===== config.mk =====
export PLATFORM = sky130hd
export DESIGN_NAME = stepper_move_sequencer_stall_guard_unit
export DESIGN_NICKNAME = d
export VERILOG_FILES = /design/src/rtl/smsg_pkg.sv /design/src/rtl/smsg_div.sv /design/src/rtl/smsg_ctrl.sv /design/src/rtl/smsg_dp.sv /design/src/rtl/stepper_move_sequencer_stall_guard_unit.sv
export SDC_FILE = /design/constraint.sdc
export NUM_CORES = 2
export LEC_CHECK = 0
export BUFFER_PORTS_ARGS = -buffer_cell sky130_fd_sc_hd__buf_2
export CORE_AREA = 2 2 262 264
export DETAILED_ROUTE_END_ITERATION = 8
export DIE_AREA = 0 0 264 266
export PLACE_DENSITY = 0.74
export SYNTH_ARGS = -nofsm -noshare
export SYNTH_HDL_FRONTEND = slang
export SYNTH_SLANG_ARGS = --single-unit

===== constraint.sdc =====
create_clock -name i_clk -period 11.5 [get_ports i_clk]
set_input_delay 1.725 -clock i_clk [delete_from_list [all_inputs] [get_ports i_clk]]
set_output_delay 1.725 -clock i_clk [all_outputs]
set_load 0.1 [all_outputs]

===== src/rtl/smsg_pkg.sv =====
// ============================================================================
// smsg_pkg
// Shared types and constants for the stepper move sequencer with stall guard.
// ============================================================================
`default_nettype none
package smsg_pkg;

    localparam int HP_W   = 19;
    localparam int CIDX_W = 3;
    localparam int CDAT_W = 24;

    localparam logic [3:0] OP_TICK   = 4'd0;
    localparam logic [3:0] OP_SAMPLE = 4'd1;
    localparam logic [3:0] OP_MOVE   = 4'd2;
    localparam logic [3:0] OP_PRIME  = 4'd3;
    localparam logic [3:0] OP_REWIND = 4'd4;
    localparam logic [3:0] OP_BOLUS  = 4'd5;
    localparam logic [3:0] OP_STOP   = 4'd6;
    localparam logic [3:0] OP_CANCEL = 4'd7;
    localparam logic [3:0] OP_HOME   = 4'd8;

    localparam logic [2:0] EV_NONE        = 3'd0;
    localparam logic [2:0] EV_MOVE_OK     = 3'd1;
    localparam logic [2:0] EV_MOVE_LOSS   = 3'd2;
    localparam logic [2:0] EV_BOLUS_DONE  = 3'd3;
    localparam logic [2:0] EV_BOLUS_ABORT = 3'd4;
    localparam logic [2:0] EV_REJECT      = 3'd5;

    localparam logic [CIDX_W-1:0] CFG_DEFAULT_SPEED = 3'd0;
    localparam logic [CIDX_W-1:0] CFG_BOLUS_SPEED   = 3'd1;
    localparam logic [CIDX_W-1:0] CFG_SEG_STEPS     = 3'd2;
    localparam logic [CIDX_W-1:0] CFG_SEG_PAUSE     = 3'd3;
    localparam logic [CIDX_W-1:0] CFG_NOLOAD        = 3'd4;
    localparam logic [CIDX_W-1:0] CFG_OVERLOAD      = 3'd5;

    localparam logic [31:0] NOLOAD_AFTER_STEPS = 32'd50;

    typedef struct packed {
        logic [3:0]         opcode;
        logic               direction;
        logic [31:0]        step_amount;
        logic [15:0]        step_rate;
        logic signed [15:0] current_ma;
        logic               inhibit;
    } t_in_item;

    typedef struct packed {
        logic        step_level;
        logic        dir_level;
        logic        enable_n;
        logic        busy_res;
        logic        bolus_running;
        logic        loss_flag;
        logic [31:0] position;
        logic [14:0] peak_ma;
        logic [31:0] delivered;
        logic [2:0]  event_res;
    } t_out_item;

    typedef struct packed {
        logic exec;
        logic sel_latched;
        logic latch;
        logic div_start;
    } t_cmd;

    typedef struct packed {
        logic need_div;
        logic div_done;
    } t_status;

endpackage
`default_nettype wire


===== src/rtl/smsg_div.sv =====
// ============================================================================
// smsg_div
// Restoring divider: constant dividend over a 16-bit divisor, one bit a cycle.
// ============================================================================
`default_nettype none
module smsg_div #(
    parameter logic [smsg_pkg::HP_W-1:0] DIVIDEND = 19'd500000
) (
    input  wire logic                      i_clk,
    input  wire logic                      i_rst_n,
    input  wire logic                      i_start,
    input  wire logic [15:0]               i_divisor,
    output logic                           o_done,
    output logic [smsg_pkg::HP_W-1:0]      o_quot
);
    localparam int CNT_W = $clog2(smsg_pkg::HP_W + 1);

    logic [CNT_W-1:0]          r_cnt;
    logic [15:0]               r_rem;
    logic [15:0]               r_dvs;
    logic [smsg_pkg::HP_W-1:0] r_quot;
    logic                      r_done;
    logic [16:0]               w_sh;
    logic [16:0]               w_diff;
    logic                      w_ge;

    assign w_sh   = {r_rem, r_quot[smsg_pkg::HP_W-1]};
    assign w_diff = w_sh - {1'b0, r_dvs};
    assign w_ge   = (w_sh >= {1'b0, r_dvs});

    always_ff @(posedge i_clk) begin
        if (!i_rst_n) begin
            r_cnt  <= '0;
            r_done <= 1'b0;
        end else begin
            r_done <= 1'b0;
            if (i_start) begin
                r_cnt <= CNT_W'(smsg_pkg::HP_W);
            end else if (r_cnt != '0) begin
                r_cnt <= r_cnt - 1'b1;
                if (r_cnt == CNT_W'(1)) begin
                    r_done <= 1'b1;
                end
            end
        end
        if (i_start) begin
            r_rem  <= '0;
            r_quot <= DIVIDEND;
            r_dvs  <= (i_divisor == 16'd0) ? 16'd1 : i_divisor;
        end else if (r_cnt != '0) begin
            r_rem  <= w_ge ? w_diff[15:0] : w_sh[15:0];
            r_quot <= {r_quot[smsg_pkg::HP_W-2:0], w_ge};
        end
    end

    assign o_done = r_done;
    assign o_quot = r_quot;
endmodule
`default_nettype wire


===== src/rtl/smsg_ctrl.sv =====
// ============================================================================
// smsg_ctrl
// Handshake and sequencing controller: direct execution or divide-then-run.
// ============================================================================
`default_nettype none
module smsg_ctrl (
    input  wire logic              i_clk,
    input  wire logic              i_rst_n,
    input  wire logic              i_in_valid,
    output logic                   o_in_ready,
    output logic                   o_out_valid,
    input  wire logic              i_out_ready,
    input  wire smsg_pkg::t_status i_status,
    output smsg_pkg::t_cmd         o_cmd
);
    typedef enum logic [1:0] {S_IDLE, S_DIV, S_EXEC} t_state;

    t_state r_state;
    logic   r_out_valid;
    logic   w_accept;

    assign o_in_ready = (r_state == S_IDLE) && (!r_out_valid || i_out_ready);
    assign w_accept   = i_in_valid && o_in_ready;

    always_comb begin
        o_cmd.exec        = (w_accept && !i_status.need_div) || (r_state == S_EXEC);
        o_cmd.sel_latched = (r_state == S_EXEC);
        o_cmd.latch       = w_accept && i_status.need_div;
        o_cmd.div_start   = w_accept && i_status.need_div;
    end

    always_ff @(posedge i_clk) begin
        if (!i_rst_n) begin
            r_state     <= S_IDLE;
            r_out_valid <= 1'b0;
        end else begin
            if (o_cmd.exec) begin
                r_out_valid <= 1'b1;
            end else if (i_out_ready) begin
                r_out_valid <= 1'b0;
            end
            case (r_state)
                S_IDLE: begin
                    if (o_cmd.latch) begin
                        r_state <= S_DIV;
                    end
                end
                S_DIV: begin
                    if (i_status.div_done) begin
                        r_state <= S_EXEC;
                    end
                end
                S_EXEC: begin
                    r_state <= S_IDLE;
                end
                default: begin
                    r_state <= S_IDLE;
                end
            endcase
        end
    end

    assign o_out_valid = r_out_valid;
endmodule
`default_nettype wire


===== src/rtl/smsg_dp.sv =====
// ============================================================================
// smsg_dp
// Datapath: configuration, motion state, stall guard, bolus and result register.
// ============================================================================
`default_nettype none
module smsg_dp #(
    parameter logic [smsg_pkg::HP_W-1:0] HALF_PERIOD_DIVIDEND = 19'd500000,
    parameter logic [smsg_pkg::HP_W-1:0] MIN_HALF_PERIOD      = 19'd20,
    parameter logic [15:0]               PRIME_DEFAULT_STEPS  = 16'd2000
) (
    input  wire logic                        i_clk,
    input  wire logic                        i_rst_n,
    input  wire smsg_pkg::t_in_item          i_item,
    input  wire logic                        i_cfg_we,
    input  wire logic [smsg_pkg::CIDX_W-1:0] i_cfg_idx,
    input  wire logic [smsg_pkg::CDAT_W-1:0] i_cfg_data,
    input  wire smsg_pkg::t_cmd              i_cmd,
    output smsg_pkg::t_status                o_status,
    output smsg_pkg::t_out_item              o_out
);
    logic [15:0] r_def_spd, r_bol_spd, r_seg_steps;
    logic [23:0] r_seg_pause;
    logic [14:0] r_noload, r_overload;

    logic                      r_phase, n_phase;
    logic [31:0]               r_sdone, n_sdone;
    logic [31:0]               r_star, n_star;
    logic                      r_moving, n_moving;
    logic [smsg_pkg::HP_W-1:0] r_hp, n_hp;
    logic [smsg_pkg::HP_W-1:0] r_tick, n_tick;
    logic                      r_dir, n_dir;
    logic [31:0]               r_pos, n_pos;
    logic                      r_loss, n_loss;
    logic [14:0]               r_peak, n_peak;
    logic                      r_inb, n_inb;
    logic                      r_abort, n_abort;
    logic [31:0]               r_btot, n_btot;
    logic [31:0]               r_bdone, n_bdone;
    logic                      r_pausing, n_pausing;
    logic [23:0]               r_pcnt, n_pcnt;
    logic                      r_en, n_en;

    smsg_pkg::t_in_item  r_item;
    smsg_pkg::t_in_item  w_item;
    smsg_pkg::t_out_item r_out;

    logic [15:0]               w_divisor;
    logic [smsg_pkg::HP_W-1:0] w_quot;
    logic [smsg_pkg::HP_W-1:0] w_hp;
    logic                      w_div_done;

    logic [2:0]  v_ev;
    logic        v_seg;
    logic        v_move;
    logic        v_mdir;
    logic [31:0] v_msteps;
    logic [31:0] v_rem;
    logic [31:0] v_seg_sz;
    logic        v_busy;

    // Divisor follows the port item, since the divider starts at acceptance.
    always_comb begin
        if (i_item.opcode == smsg_pkg::OP_TICK || i_item.opcode == smsg_pkg::OP_BOLUS) begin
            w_divisor = r_bol_spd;
        end else begin
            w_divisor = (i_item.step_rate != 16'd0) ? i_item.step_rate : r_def_spd;
        end
        o_status.need_div = (i_item.opcode inside {smsg_pkg::OP_MOVE, smsg_pkg::OP_PRIME,
                                                   smsg_pkg::OP_REWIND, smsg_pkg::OP_BOLUS})
                            || (i_item.opcode == smsg_pkg::OP_TICK && r_pausing);
        o_status.div_done = w_div_done;
    end

    smsg_div #(.DIVIDEND(HALF_PERIOD_DIVIDEND)) u_div (
        .i_clk     (i_clk),
        .i_rst_n   (i_rst_n),
        .i_start   (i_cmd.div_start),
        .i_divisor (w_divisor),
        .o_done    (w_div_done),
        .o_quot    (w_quot)
    );

    assign w_hp   = (w_quot < MIN_HALF_PERIOD) ? MIN_HALF_PERIOD : w_quot;
    assign w_item = i_cmd.sel_latched ? r_item : i_item;

    always_comb begin
        n_phase = r_phase;   n_sdone = r_sdone;   n_star = r_star;
        n_moving = r_moving; n_hp = r_hp;         n_tick = r_tick;
        n_dir = r_dir;       n_pos = r_pos;       n_loss = r_loss;
        n_peak = r_peak;     n_inb = r_inb;       n_abort = r_abort;
        n_btot = r_btot;     n_bdone = r_bdone;   n_pausing = r_pausing;
        n_pcnt = r_pcnt;     n_en = r_en;
        v_ev = smsg_pkg::EV_NONE;
        v_seg = 1'b0;
        v_move = 1'b0;
        v_mdir = 1'b0;
        v_msteps = '0;
        v_rem = '0;
        v_seg_sz = '0;
        v_busy = r_moving || r_inb;

        case (w_item.opcode)
            smsg_pkg::OP_TICK: begin
                if (r_pausing) begin
                    if (r_pcnt != 24'hFFFFFF) begin
                        n_pcnt = r_pcnt + 24'd1;
                    end
                    if (n_pcnt >= r_seg_pause) begin
                        v_seg = 1'b1;
                    end
                end else if (r_moving) begin
                    n_tick = r_tick + 1'b1;
                    if (n_tick >= r_hp) begin
                        n_tick = '0;
                        if (!r_phase) begin
                            n_phase = 1'b1;
                        end else begin
                            n_phase = 1'b0;
                            n_sdone = r_sdone + 32'd1;
                            n_pos   = r_dir ? r_pos + 32'd1 : r_pos - 32'd1;
                            if (r_inb) begin
                                n_bdone = r_bdone + 32'd1;
                            end
                            if (n_sdone >= r_star) begin
                                n_moving = 1'b0;
                                if (!r_inb) begin
                                    n_en = 1'b1;
                                    v_ev = r_loss ? smsg_pkg::EV_MOVE_LOSS
                                                  : smsg_pkg::EV_MOVE_OK;
                                end else if (r_loss || r_abort) begin
                                    v_ev = smsg_pkg::EV_BOLUS_ABORT;
                                    n_inb = 1'b0; n_pausing = 1'b0; n_abort = 1'b0;
                                    n_en = 1'b1;
                                end else if (n_bdone >= r_btot) begin
                                    v_ev = smsg_pkg::EV_BOLUS_DONE;
                                    n_inb = 1'b0; n_pausing = 1'b0; n_abort = 1'b0;
                                    n_en = 1'b1;
                                end else begin
                                    n_pausing = 1'b1;
                                    n_pcnt = '0;
                                end
                            end
                        end
                    end
                end
            end
            smsg_pkg::OP_SAMPLE: begin
                if (r_moving) begin
                    if (w_item.current_ma > $signed({1'b0, r_peak})) begin
                        n_peak = w_item.current_ma[14:0];
                    end
                    if (w_item.current_ma < $signed({1'b0, r_noload})
                        && r_sdone > smsg_pkg::NOLOAD_AFTER_STEPS) begin
                        n_loss = 1'b1;
                    end
                    if (w_item.current_ma > $signed({1'b0, r_overload})) begin
                        n_loss = 1'b1;
                    end
                end
            end
            smsg_pkg::OP_MOVE, smsg_pkg::OP_PRIME, smsg_pkg::OP_REWIND,
            smsg_pkg::OP_BOLUS, smsg_pkg::OP_HOME: begin
                if (v_busy) begin
                    v_ev = smsg_pkg::EV_REJECT;
                end else if (w_item.opcode == smsg_pkg::OP_HOME) begin
                    n_pos = '0;
                end else if (w_item.opcode == smsg_pkg::OP_BOLUS) begin
                    if (w_item.step_amount != 32'd0) begin
                        n_inb = 1'b1;
                        n_abort = 1'b0;
                        n_btot = w_item.step_amount;
                        n_bdone = '0;
                        n_en = 1'b0;
                        v_seg = 1'b1;
                    end
                end else begin
                    if (w_item.opcode == smsg_pkg::OP_MOVE) begin
                        v_mdir = w_item.direction;
                        v_msteps = w_item.step_amount;
                    end else if (w_item.opcode == smsg_pkg::OP_PRIME) begin
                        v_mdir = 1'b1;
                        v_msteps = (w_item.step_amount != 32'd0) ? w_item.step_amount
                                   : {16'd0, PRIME_DEFAULT_STEPS};
                    end else begin
                        v_mdir = 1'b0;
                        v_msteps = (w_item.step_amount != 32'd0) ? w_item.step_amount
                                   : r_pos;
                    end
                    if (v_msteps == 32'd0) begin
                        v_ev = smsg_pkg::EV_MOVE_OK;
                    end else begin
                        v_move = 1'b1;
                    end
                end
            end
            smsg_pkg::OP_STOP: begin
                if (r_inb) begin
                    v_ev = smsg_pkg::EV_BOLUS_ABORT;
                    n_inb = 1'b0; n_pausing = 1'b0; n_abort = 1'b0;
                    n_moving = 1'b0; n_phase = 1'b0; n_en = 1'b1;
                end else begin
                    if (r_moving) begin
                        v_ev = r_loss ? smsg_pkg::EV_MOVE_LOSS : smsg_pkg::EV_MOVE_OK;
                    end
                    n_moving = 1'b0;
                    n_phase = 1'b0;
                    n_en = 1'b1;
                end
            end
            smsg_pkg::OP_CANCEL: begin
                if (r_inb) begin
                    n_abort = 1'b1;
                end
            end
            default: begin
                v_ev = smsg_pkg::EV_NONE;
            end
        endcase

        // Segment start with its safety checks.
        if (v_seg) begin
            n_pausing = 1'b0;
            if (n_abort || w_item.inhibit || n_loss) begin
                v_ev = smsg_pkg::EV_BOLUS_ABORT;
                n_inb = 1'b0; n_abort = 1'b0;
                n_moving = 1'b0; n_phase = 1'b0; n_en = 1'b1;
            end else if (n_bdone >= n_btot) begin
                v_ev = smsg_pkg::EV_BOLUS_DONE;
                n_inb = 1'b0; n_abort = 1'b0;
                n_moving = 1'b0; n_phase = 1'b0; n_en = 1'b1;
            end else begin
                v_seg_sz = (r_seg_steps != 16'd0) ? {16'd0, r_seg_steps} : 32'd1;
                v_rem = n_btot - n_bdone;
                v_move = 1'b1;
                v_mdir = 1'b1;
                v_msteps = (v_rem < v_seg_sz) ? v_rem : v_seg_sz;
            end
        end

        if (v_move) begin
            n_hp = w_hp;
            n_dir = v_mdir;
            n_sdone = '0;
            n_star = v_msteps;
            n_phase = 1'b0;
            n_tick = '0;
            n_moving = 1'b1;
            n_loss = 1'b0;
            n_peak = '0;
            n_en = 1'b0;
        end
    end

    always_ff @(posedge i_clk) begin
        if (!i_rst_n) begin
            r_def_spd <= 16'd1000;   r_bol_spd <= 16'd500;   r_seg_steps <= 16'd100;
            r_seg_pause <= 24'd1000000; r_noload <= 15'd20;  r_overload <= 15'd800;
            r_phase <= 1'b0;  r_sdone <= '0;   r_star <= '0;    r_moving <= 1'b0;
            r_hp <= MIN_HALF_PERIOD; r_tick <= '0; r_dir <= 1'b0; r_pos <= '0;
            r_loss <= 1'b0;   r_peak <= '0;    r_inb <= 1'b0;   r_abort <= 1'b0;
            r_btot <= '0;     r_bdone <= '0;   r_pausing <= 1'b0; r_pcnt <= '0;
            r_en <= 1'b1;
        end else begin
            if (i_cfg_we) begin
                case (i_cfg_idx)
                    smsg_pkg::CFG_DEFAULT_SPEED: r_def_spd   <= i_cfg_data[15:0];
                    smsg_pkg::CFG_BOLUS_SPEED:   r_bol_spd   <= i_cfg_data[15:0];
                    smsg_pkg::CFG_SEG_STEPS:     r_seg_steps <= i_cfg_data[15:0];
                    smsg_pkg::CFG_SEG_PAUSE:     r_seg_pause <= i_cfg_data;
                    smsg_pkg::CFG_NOLOAD:        r_noload    <= i_cfg_data[14:0];
                    smsg_pkg::CFG_OVERLOAD:      r_overload  <= i_cfg_data[14:0];
                    default: begin
                    end
                endcase
            end
            if (i_cmd.exec) begin
                r_phase <= n_phase;  r_sdone <= n_sdone;  r_star <= n_star;
                r_moving <= n_moving; r_hp <= n_hp;       r_tick <= n_tick;
                r_dir <= n_dir;      r_pos <= n_pos;      r_loss <= n_loss;
                r_peak <= n_peak;    r_inb <= n_inb;      r_abort <= n_abort;
                r_btot <= n_btot;    r_bdone <= n_bdone;  r_pausing <= n_pausing;
                r_pcnt <= n_pcnt;    r_en <= n_en;
            end
        end
        if (i_cmd.latch) begin
            r_item <= i_item;
        end
        if (i_cmd.exec) begin
            r_out.step_level    <= n_phase;
            r_out.dir_level     <= n_dir;
            r_out.enable_n      <= n_en;
            r_out.busy_res      <= n_moving || n_inb;
            r_out.bolus_running <= n_inb;
            r_out.loss_flag     <= n_loss;
            r_out.position      <= n_pos;
            r_out.peak_ma       <= n_peak;
            r_out.delivered     <= n_bdone;
            r_out.event_res     <= v_ev;
        end
    end

    assign o_out = r_out;
endmodule
`default_nettype wire


===== src/rtl/stepper_move_sequencer_stall_guard_unit.sv =====
// ============================================================================
// stepper_move_sequencer_stall_guard_unit
// Step/dir pulse generator with move sequencing, stall guard and bolus.
// ============================================================================
// Every input beat gives exactly one result beat. Ticks, current samples,
// stop, cancel, set home and ignored opcodes execute in the cycle they are
// accepted, so a stream of ticks runs at one beat per clock as long as the
// result side keeps up. Move, prime, rewind and bolus commands, and every
// tick that arrives during the pause between bolus segments, first compute
// the half period with a bit-serial divider; the controller then takes no
// beat until it is idle again, after its divide state and the execute state
// that registers the result. The divider is the only multi-cycle unit.
// The result register is released when the downstream side takes it, and the
// next beat may be accepted in that same cycle. Configuration writes take
// effect at once and are meant to be made while no command is in flight.
`default_nettype none
module stepper_move_sequencer_stall_guard_unit #(
    parameter logic [18:0] HALF_PERIOD_DIVIDEND = 19'd500000,
    parameter logic [18:0] MIN_HALF_PERIOD      = 19'd20,
    parameter logic [15:0] PRIME_DEFAULT_STEPS  = 16'd2000
) (
    input  wire logic                        i_clk,
    input  wire logic                        i_rst_n,
    input  wire logic                        i_in_valid,
    output logic                             o_in_ready,
    input  wire smsg_pkg::t_in_item          i_in_data,
    output logic                             o_out_valid,
    input  wire logic                        i_out_ready,
    output smsg_pkg::t_out_item              o_out_data,
    input  wire logic                        i_cfg_we,
    input  wire logic [smsg_pkg::CIDX_W-1:0] i_cfg_idx,
    input  wire logic [smsg_pkg::CDAT_W-1:0] i_cfg_data
);
    smsg_pkg::t_cmd    w_cmd;
    smsg_pkg::t_status w_status;

    // The controller decides when a beat executes and when the divider runs.
    smsg_ctrl u_ctrl (
        .i_clk       (i_clk),
        .i_rst_n     (i_rst_n),
        .i_in_valid  (i_in_valid),
        .o_in_ready  (o_in_ready),
        .o_out_valid (o_out_valid),
        .i_out_ready (i_out_ready),
        .i_status    (w_status),
        .o_cmd       (w_cmd)
    );

    // The datapath holds all motion state and the result register.
    smsg_dp #(
        .HALF_PERIOD_DIVIDEND (HALF_PERIOD_DIVIDEND),
        .MIN_HALF_PERIOD      (MIN_HALF_PERIOD),
        .PRIME_DEFAULT_STEPS  (PRIME_DEFAULT_STEPS)
    ) u_dp (
        .i_clk      (i_clk),
        .i_rst_n    (i_rst_n),
        .i_item     (i_in_data),
        .i_cfg_we   (i_cfg_we),
        .i_cfg_idx  (i_cfg_idx),
        .i_cfg_data (i_cfg_data),
        .i_cmd      (w_cmd),
        .o_status   (w_status),
        .o_out      (o_out_data)
    );

`ifndef SYNTHESIS
    // A beat must never overwrite a result that is still waiting.
    a_no_overwrite: assert property (@(posedge i_clk) disable iff (!i_rst_n)
        w_cmd.exec |-> !(o_out_valid && !i_out_ready))
        else $error("result register overwritten while held");

    // A command that needs the divider blocks input while it runs.
    a_div_blocks: assert property (@(posedge i_clk) disable iff (!i_rst_n)
        w_cmd.div_start |=> !o_in_ready)
        else $error("input accepted during division");

    // The divider starts only on an accepted beat.
    a_div_on_accept: assert property (@(posedge i_clk) disable iff (!i_rst_n)
        w_cmd.div_start |-> (i_in_valid && o_in_ready))
        else $error("divider started without an accepted beat");
`endif
endmodule
`default_nettype wire


Yosys cells after proc, flatten, opt, wreduce, memory -nomap -nowiden
Cells that the tools add are included.
{ "totals": {"ff_bits": 565, "wordCells": 363} }
{ "op_classes": {"n_addsub": 9, "magnitude_cmp": 12, "eq_ne": 27, "muxes": 211, "bitwise_logic": 2, "reduce_logical": 55} }
{ "ops": {"columns": ["op", "count"], "rows": [
  ["2-to-1 mux 32 bit", 48],
  ["2-to-1 mux 24 bit", 11],
  ["one-hot mux 32 bit (2 select lines)", 2],
  ["2-to-1 mux 19 bit", 6],
  ["2-to-1 mux 1 bit", 105],
  ["adder 32 x 1 -> 32 bit, second input constant", 3],
  ["greater-or-equal comparator 32 bit", 3],
  ["2-to-1 mux 70 bit", 1],
  ["2-to-1 mux 16 bit", 4],
  ["2-to-1 mux 15 bit", 4],
  ["2-to-1 mux 3 bit", 15],
  ["> comparator 16 bit", 2],
  ["> comparator 32 x 6 -> 1 bit, second input constant", 1],
  ["logical NOT 32 bit", 1],
  ["< comparator 32 bit", 1],
  ["nonzero test 16 bit", 2],
  ["nonzero test 32 bit", 1],
  ["subtractor 32 x 1 -> 32 bit, second input constant", 1],
  ["subtractor 32 bit", 1],
  ["adder 24 x 1 -> 24 bit, second input constant", 1],
  ["equality test 4 x 3 -> 1 bit, second input constant", 6],
  ["greater-or-equal comparator 24 bit", 1],
  ["!= test 24 bit, second input constant", 1],
  ["nonzero test 2 bit", 11],
  ["45 further kinds", 84]
]} }

Logic depth before layout (Yosys ltp)
{ "logic_depth": {"ltp_word": 23, "depth_mapped": 44, "mapped_depth_nobuf": 40} }

Cells and area by module
Synthesis repeated with hierarchy kept, for this count alone.
{ "unflattened": {"cells_unflattened": 4129, "area_unflattened_um2": 34099.0} }
{ "by_module_without_submodules": {"columns": ["module", "instances", "cells_per_inst", "area_per_inst_um2", "seq_area_each_um2"], "rows": [
  ["smsg_dp", 1, 3715, 30588.1, 11210.8],
  ["smsg_div", 1, 395, 3345.7, 1301.2],
  ["smsg_ctrl", 1, 19, 165.2, 60.1]
]} }

Worst setup path before layout
Ideal clock, no wire load.
{ "synth_path": {"path_type": "input port to flip-flop", "startpoint": "in i_out_ready", "endpoint": "reg u_dp.r_out, in the netlist u_dp.o_out[0] (enable)", "t_arrival_ns": 7.833, "path_slack_ns": 3.180, "path_stages": 7, "n_path_buf": 3, "path_cell_list": "nor2b_1 nor3_1 a31oi_1 inv_1 clkbuf_1 clkbuf_1 clkbuf_1"} }
{ "synth_rtl": {"columns": ["item", "line", "rtl"], "rows": [
  ["from (decl)", "stepper_move_sequencer_stall_guard_unit.sv:28", "input wire logic i_out_ready,"],
  ["to (decl)", "smsg_dp.sv:45", "smsg_pkg::t_out_item r_out;"]
]} }

Final worst setup path
{ "layout_path": {"startpoint": "reg u_dp.r_tick[0] in the netlist's numbering", "endpoint": "reg u_dp.r_star[1]"} }
{ "layout_via": {"elab_chain_cells": 12} }
{ "layout_rtl": {"columns": ["item", "line", "rtl"], "rows": [
  ["from (decl)", "smsg_dp.sv:30", "logic [smsg_pkg::HP_W-1:0] r_tick, n_tick;"],
  ["from (signal assigned)", "smsg_dp.sv:278", "r_moving <= n_moving; r_hp <= n_hp; r_tick <= n_tick;"],
  ["adder 19 x 1 -> 19 bit *", "smsg_dp.sv:112", "n_tick = r_tick + 1'b1;"],
  ["greater-or-equal comparator 19 bit *", "smsg_dp.sv:113", "if (n_tick >= r_hp) begin"],
  ["2-to-1 mux 32 bit *", "smsg_dp.sv:113", null],
  ["2-to-1 mux 32 bit *", "smsg_dp.sv:111", "end else if (r_moving) begin"],
  ["2-to-1 mux 32 bit *", "smsg_dp.sv:104", "if (r_pausing) begin"],
  ["one-hot mux 32 bit (2 select lines) *", "smsg_dp.sv:102", "case (w_item.opcode)"],
  ["via u_dp.n_bdone[2]", "smsg_dp.sv:38", "logic [31:0] r_bdone, n_bdone;"],
  ["subtractor 32 bit", "smsg_dp.sv:233", "v_rem = n_btot - n_bdone;"],
  ["< comparator 32 bit", "smsg_dp.sv:236", "v_msteps = (v_rem < v_seg_sz) ? v_rem : v_seg_sz;"],
  ["2-to-1 mux 32 bit", "smsg_dp.sv:236", null],
  ["2-to-1 mux 32 bit", "smsg_dp.sv:227", "end else if (n_bdone >= n_btot) begin"],
  ["2-to-1 mux 32 bit", "smsg_dp.sv:223", "if (n_abort || w_item.inhibit || n_loss) begin"],
  ["2-to-1 mux 32 bit", "smsg_dp.sv:221", "if (v_seg) begin"],
  ["to (signal assigned)", "smsg_dp.sv:277", "r_phase <= n_phase; r_sdone <= n_sdone; r_star <= n_star;"],
  ["to (decl)", "smsg_dp.sv:27", "logic [31:0] r_star, n_star;"]
]} }
Mark *: on every way through the listed nets, which the timed path passes. The rest lies on a longest branch.
A chain may end at the register's enable or synchronous reset.

==> metrics.cfg <==
[worst_setup_path]
startpoint_type = flip-flop
r2r_end = u_dp.r_star[1]
crit_family = simple AND/OR/NAND/NOR gates
rr_worst_depth = 38
crit_path_max_fanout = 32
slowest_delay_ns = 0.61
cp_slowest_cell = or4b_4
cp.required_ns = 12.08
cpMostUsedCell = ha_1
timing.rr.start = u_dp.r_tick[0]
worstPathArrival_ns = 10.20
crit_buf_inv = 3
cp-startpoint = u_dp.r_tick[0]
r2r_setup_slack_ns = 1.89
worstSetupPathType = flip-flop to flip-flop
endpoint_kind = flip-flop

[cts]
cts_buffers = 61
cts_max_path_buffers = 3
hold_buffers = 0
clock_latency_ns = 0.66
clk_pin_slew_ns = 0.06
ctsResizeCount = 0
cts.sinks = 549
htree_levels = 2
postCtsSetupRepairBufs = 0
cts_tree = built
root_buffer = clkbuf_16

[route]
first_pass_iters = 6
via_per_inst = 5.79
drtIter0Drc = 2819
wl_um = 95100
route.detailed.drc = 0
num_vias = 29600
ant_nets = 0
wl_per_cell_um = 18.6

[synthesis]
yosysUniqueCellTypes = 88
ys_warn_count = 0
synthTopCellsByCount = 794 x nand2_1, 391 x dfxtp_1, 275 x inv_1, 252 x ha_1, 241 x o21ai_0
synth-seq-cells = 549
syn_area_um2 = 33500
yosysSeqAreaShare_pct = 37.6
synthAdderAreaFrac_pct = 9.60
synth-xor-area-share_pct = 4.06
synth_top_cell_by_area = dfxtp_1
yosys-top-cells-area = dfxtp_1 23%, edfxtp_1 14%, ha_1 9.4%
synth_compound_area_share_pct = 20.5
async_reset_ff_share_pct = 0
syn_inst = 4090
synth_edf_count = 158
syn_nets = 4447
netlist.area_leader.share_pct = 23.4
synth_top_family_by_area = simple AND/OR/NAND/NOR gates
muxShareOfSynthArea_pct = 1.88
postSynthAreaPerCell_um2 = 8.18
ys.flop_type = dfxtp_1
synth-simple-area-share_pct = 20.8
yosysMostFrequentCell = nand2_1

[cells_and_area]
multi_input_area_um2 = 19100
drive_above_1_share_pct = 9.26
syn_to_final_growth_pct = 11.1
nFillCells = 6248
final_core_util_pct = 54.9
final_nets = 4517
regArea_um2 = 12600

[sta]
slew_violations = 0
hold_viol = 0
finalSetupViolCount = 0
period_needed_ns = 9.61
worst_pin_slew_ns = 1.19
hold_slack_ns = 0.461
relSlewSlack_pct = 20.6
finalCritPeriodShare_pct = 83.6
fin_tns_setup_ns = 0
max_freq_ghz = 0.104
finalClockSkew_ns = 0.0531
rsz0062_at_grt = no

[hold_path]
min_to = u_dp.r_hp[7]
hp-start = u_dp.r_hp[7]
worst_hold_path.num_cells = 2
hp-class = flip-flop to flip-flop

[grt]
grt_overflow = 0
grt_start_max_net_pins = 226
grt_usage_pct = 26.3
grt_pass1_wl_um = 149000
grt_pass1_vias = 27300
antenna_found_initial = 11

[die]
die_w_um = 264
io_pins = 192
die-height_um = 266
die_area_um2 = 70200
coreArea_um2 = 67700
initial_core_util_pct = 49.4
rows = 96

[pwr]
internal_power_mw = 3.94
p_leak_nw = 15.0
power_frac_clock_pct = 35.2
p_sw_mw = 2.02
pwr-share-comb_pct = 26.9
peakVddDrop_uv = 117
p_seq_share_pct = 37.9
power_density_nw_per_um2 = 160
switching_share_pct = 33.9

[flow_run]
cap_violations = 0

[placed_design]
gp_congestion = 0.943
dp_hpwl_um = 68100
io_buffers = 191

[run_status]
status = completed

-- routing by layer --
metal	up-vias	share of wire, %	track usage [%]
met2	994	45	41.5
met5	-	0.065	0
met3	199	8.2	5.48
li1	14500	-	-
met1	13900	44	35.4
met4	10	3.5	9.81
-- worst max-delay path by stage --
stage,to,cells after the start
global route,u_dp.r_star[9],40
floorplan,u_dp.o_out[0],7
finish,u_dp.r_star[1],38
detailed placement,u_dp.r_star[1],30
CTS,u_dp.r_star[1],38
global placement,u_dp.r_star[1],30
-- worst register-to-register path, delay by kind of cell, from the launching register on --
kind,cells,cell delay (ns)
mux,1,0.39
simple gates,17,4.10
compound gates,11,2.67
buf+inv,3,0.51
fa+ha+maj,4,1.15
xor+xnor,2,0.34
flops,1,0.40
-- through the flow --
step / std cells / power (mW) / cell area, µm² / setup WS (ns)
after global routing: 5095 / 6.26 / 37200 / 1.28
after floorplan: 4090 / 3.50 / 33500 / 3.18
final: 5102 / 5.97 / 37200 / 1.89
after global placement: 4979 / 3.85 / 35000 / 1.99
after detailed placement: 4979 / 3.88 / 35000 / 1.80
after CTS: 5095 / 5.99 / 37200 / 1.98
-- cell families (layout without fill, tap and decap cells) --
family          Yosys count  after routing
fa+ha+maj               255            255
simple gates           1529           1529
buf+inv                 490            613
mux                      62             62
flops                   549            549
xor+xnor                155            155
other cells               0              7
compound gates         1050           1050
-- layout by cell type (no fill, tap or decap), types with 49 or more instances in the layout --
master / n
a21boi_0: 176
a21o_1: 84
a21oi_1: 234
a31oi_1: 49
and3_1: 56
buf_2: 190
clkbuf_16: 63
dfxtp_1: 391
edfxtp_1: 158
ha_1: 252
inv_1: 273
mux2i_1: 55
nand2_1: 793
nand3_1: 114
nand4_1: 63
nor2_1: 206
nor4_1: 49
o21ai_0: 240
xnor2_1: 108
-- state kept, by name, summed over array words and instances, names as in the netlist, 24 cells and up --
signal / flops
u_dp.r_pcnt: 24
u_dp.o_out: 88
u_dp.r_bdone: 32
u_dp.r_star: 32
u_dp.r_sdone: 32
u_dp.r_btot: 32
u_dp.r_seg_pause: 24
u_dp.r_pos: 32
u_dp.r_item: 54
-- area by class of cell --
| type | instances | area share (%) |
|---|---|---|
| multi-input cells | 3051 | 51.3 |
| flip-flops and latches | 549 | 33.8 |
| clock buffers | 80 | 4.63 |
| repair buffers | 222 | 3.26 |
| well taps | 882 | 2.97 |
| inverters | 275 | 2.80 |
| clock inverters | 36 | 1.23 |
| diodes | 7 | 0.0471 |
-- power groups by stage --
stage | sequential (mW) | clock [mW] | combinational, mW
finish | 2.26 | 2.10 | 1.60
global route | 2.28 | 2.21 | 1.77
CTS | 2.26 | 2.13 | 1.59
detailed placement | 2.30 | 0 | 1.58
global placement | 2.30 | 0 | 1.56
floorplan | 2.46 | 0 | 1.04
Note: power is estimated with default switching activity, not from simulation.
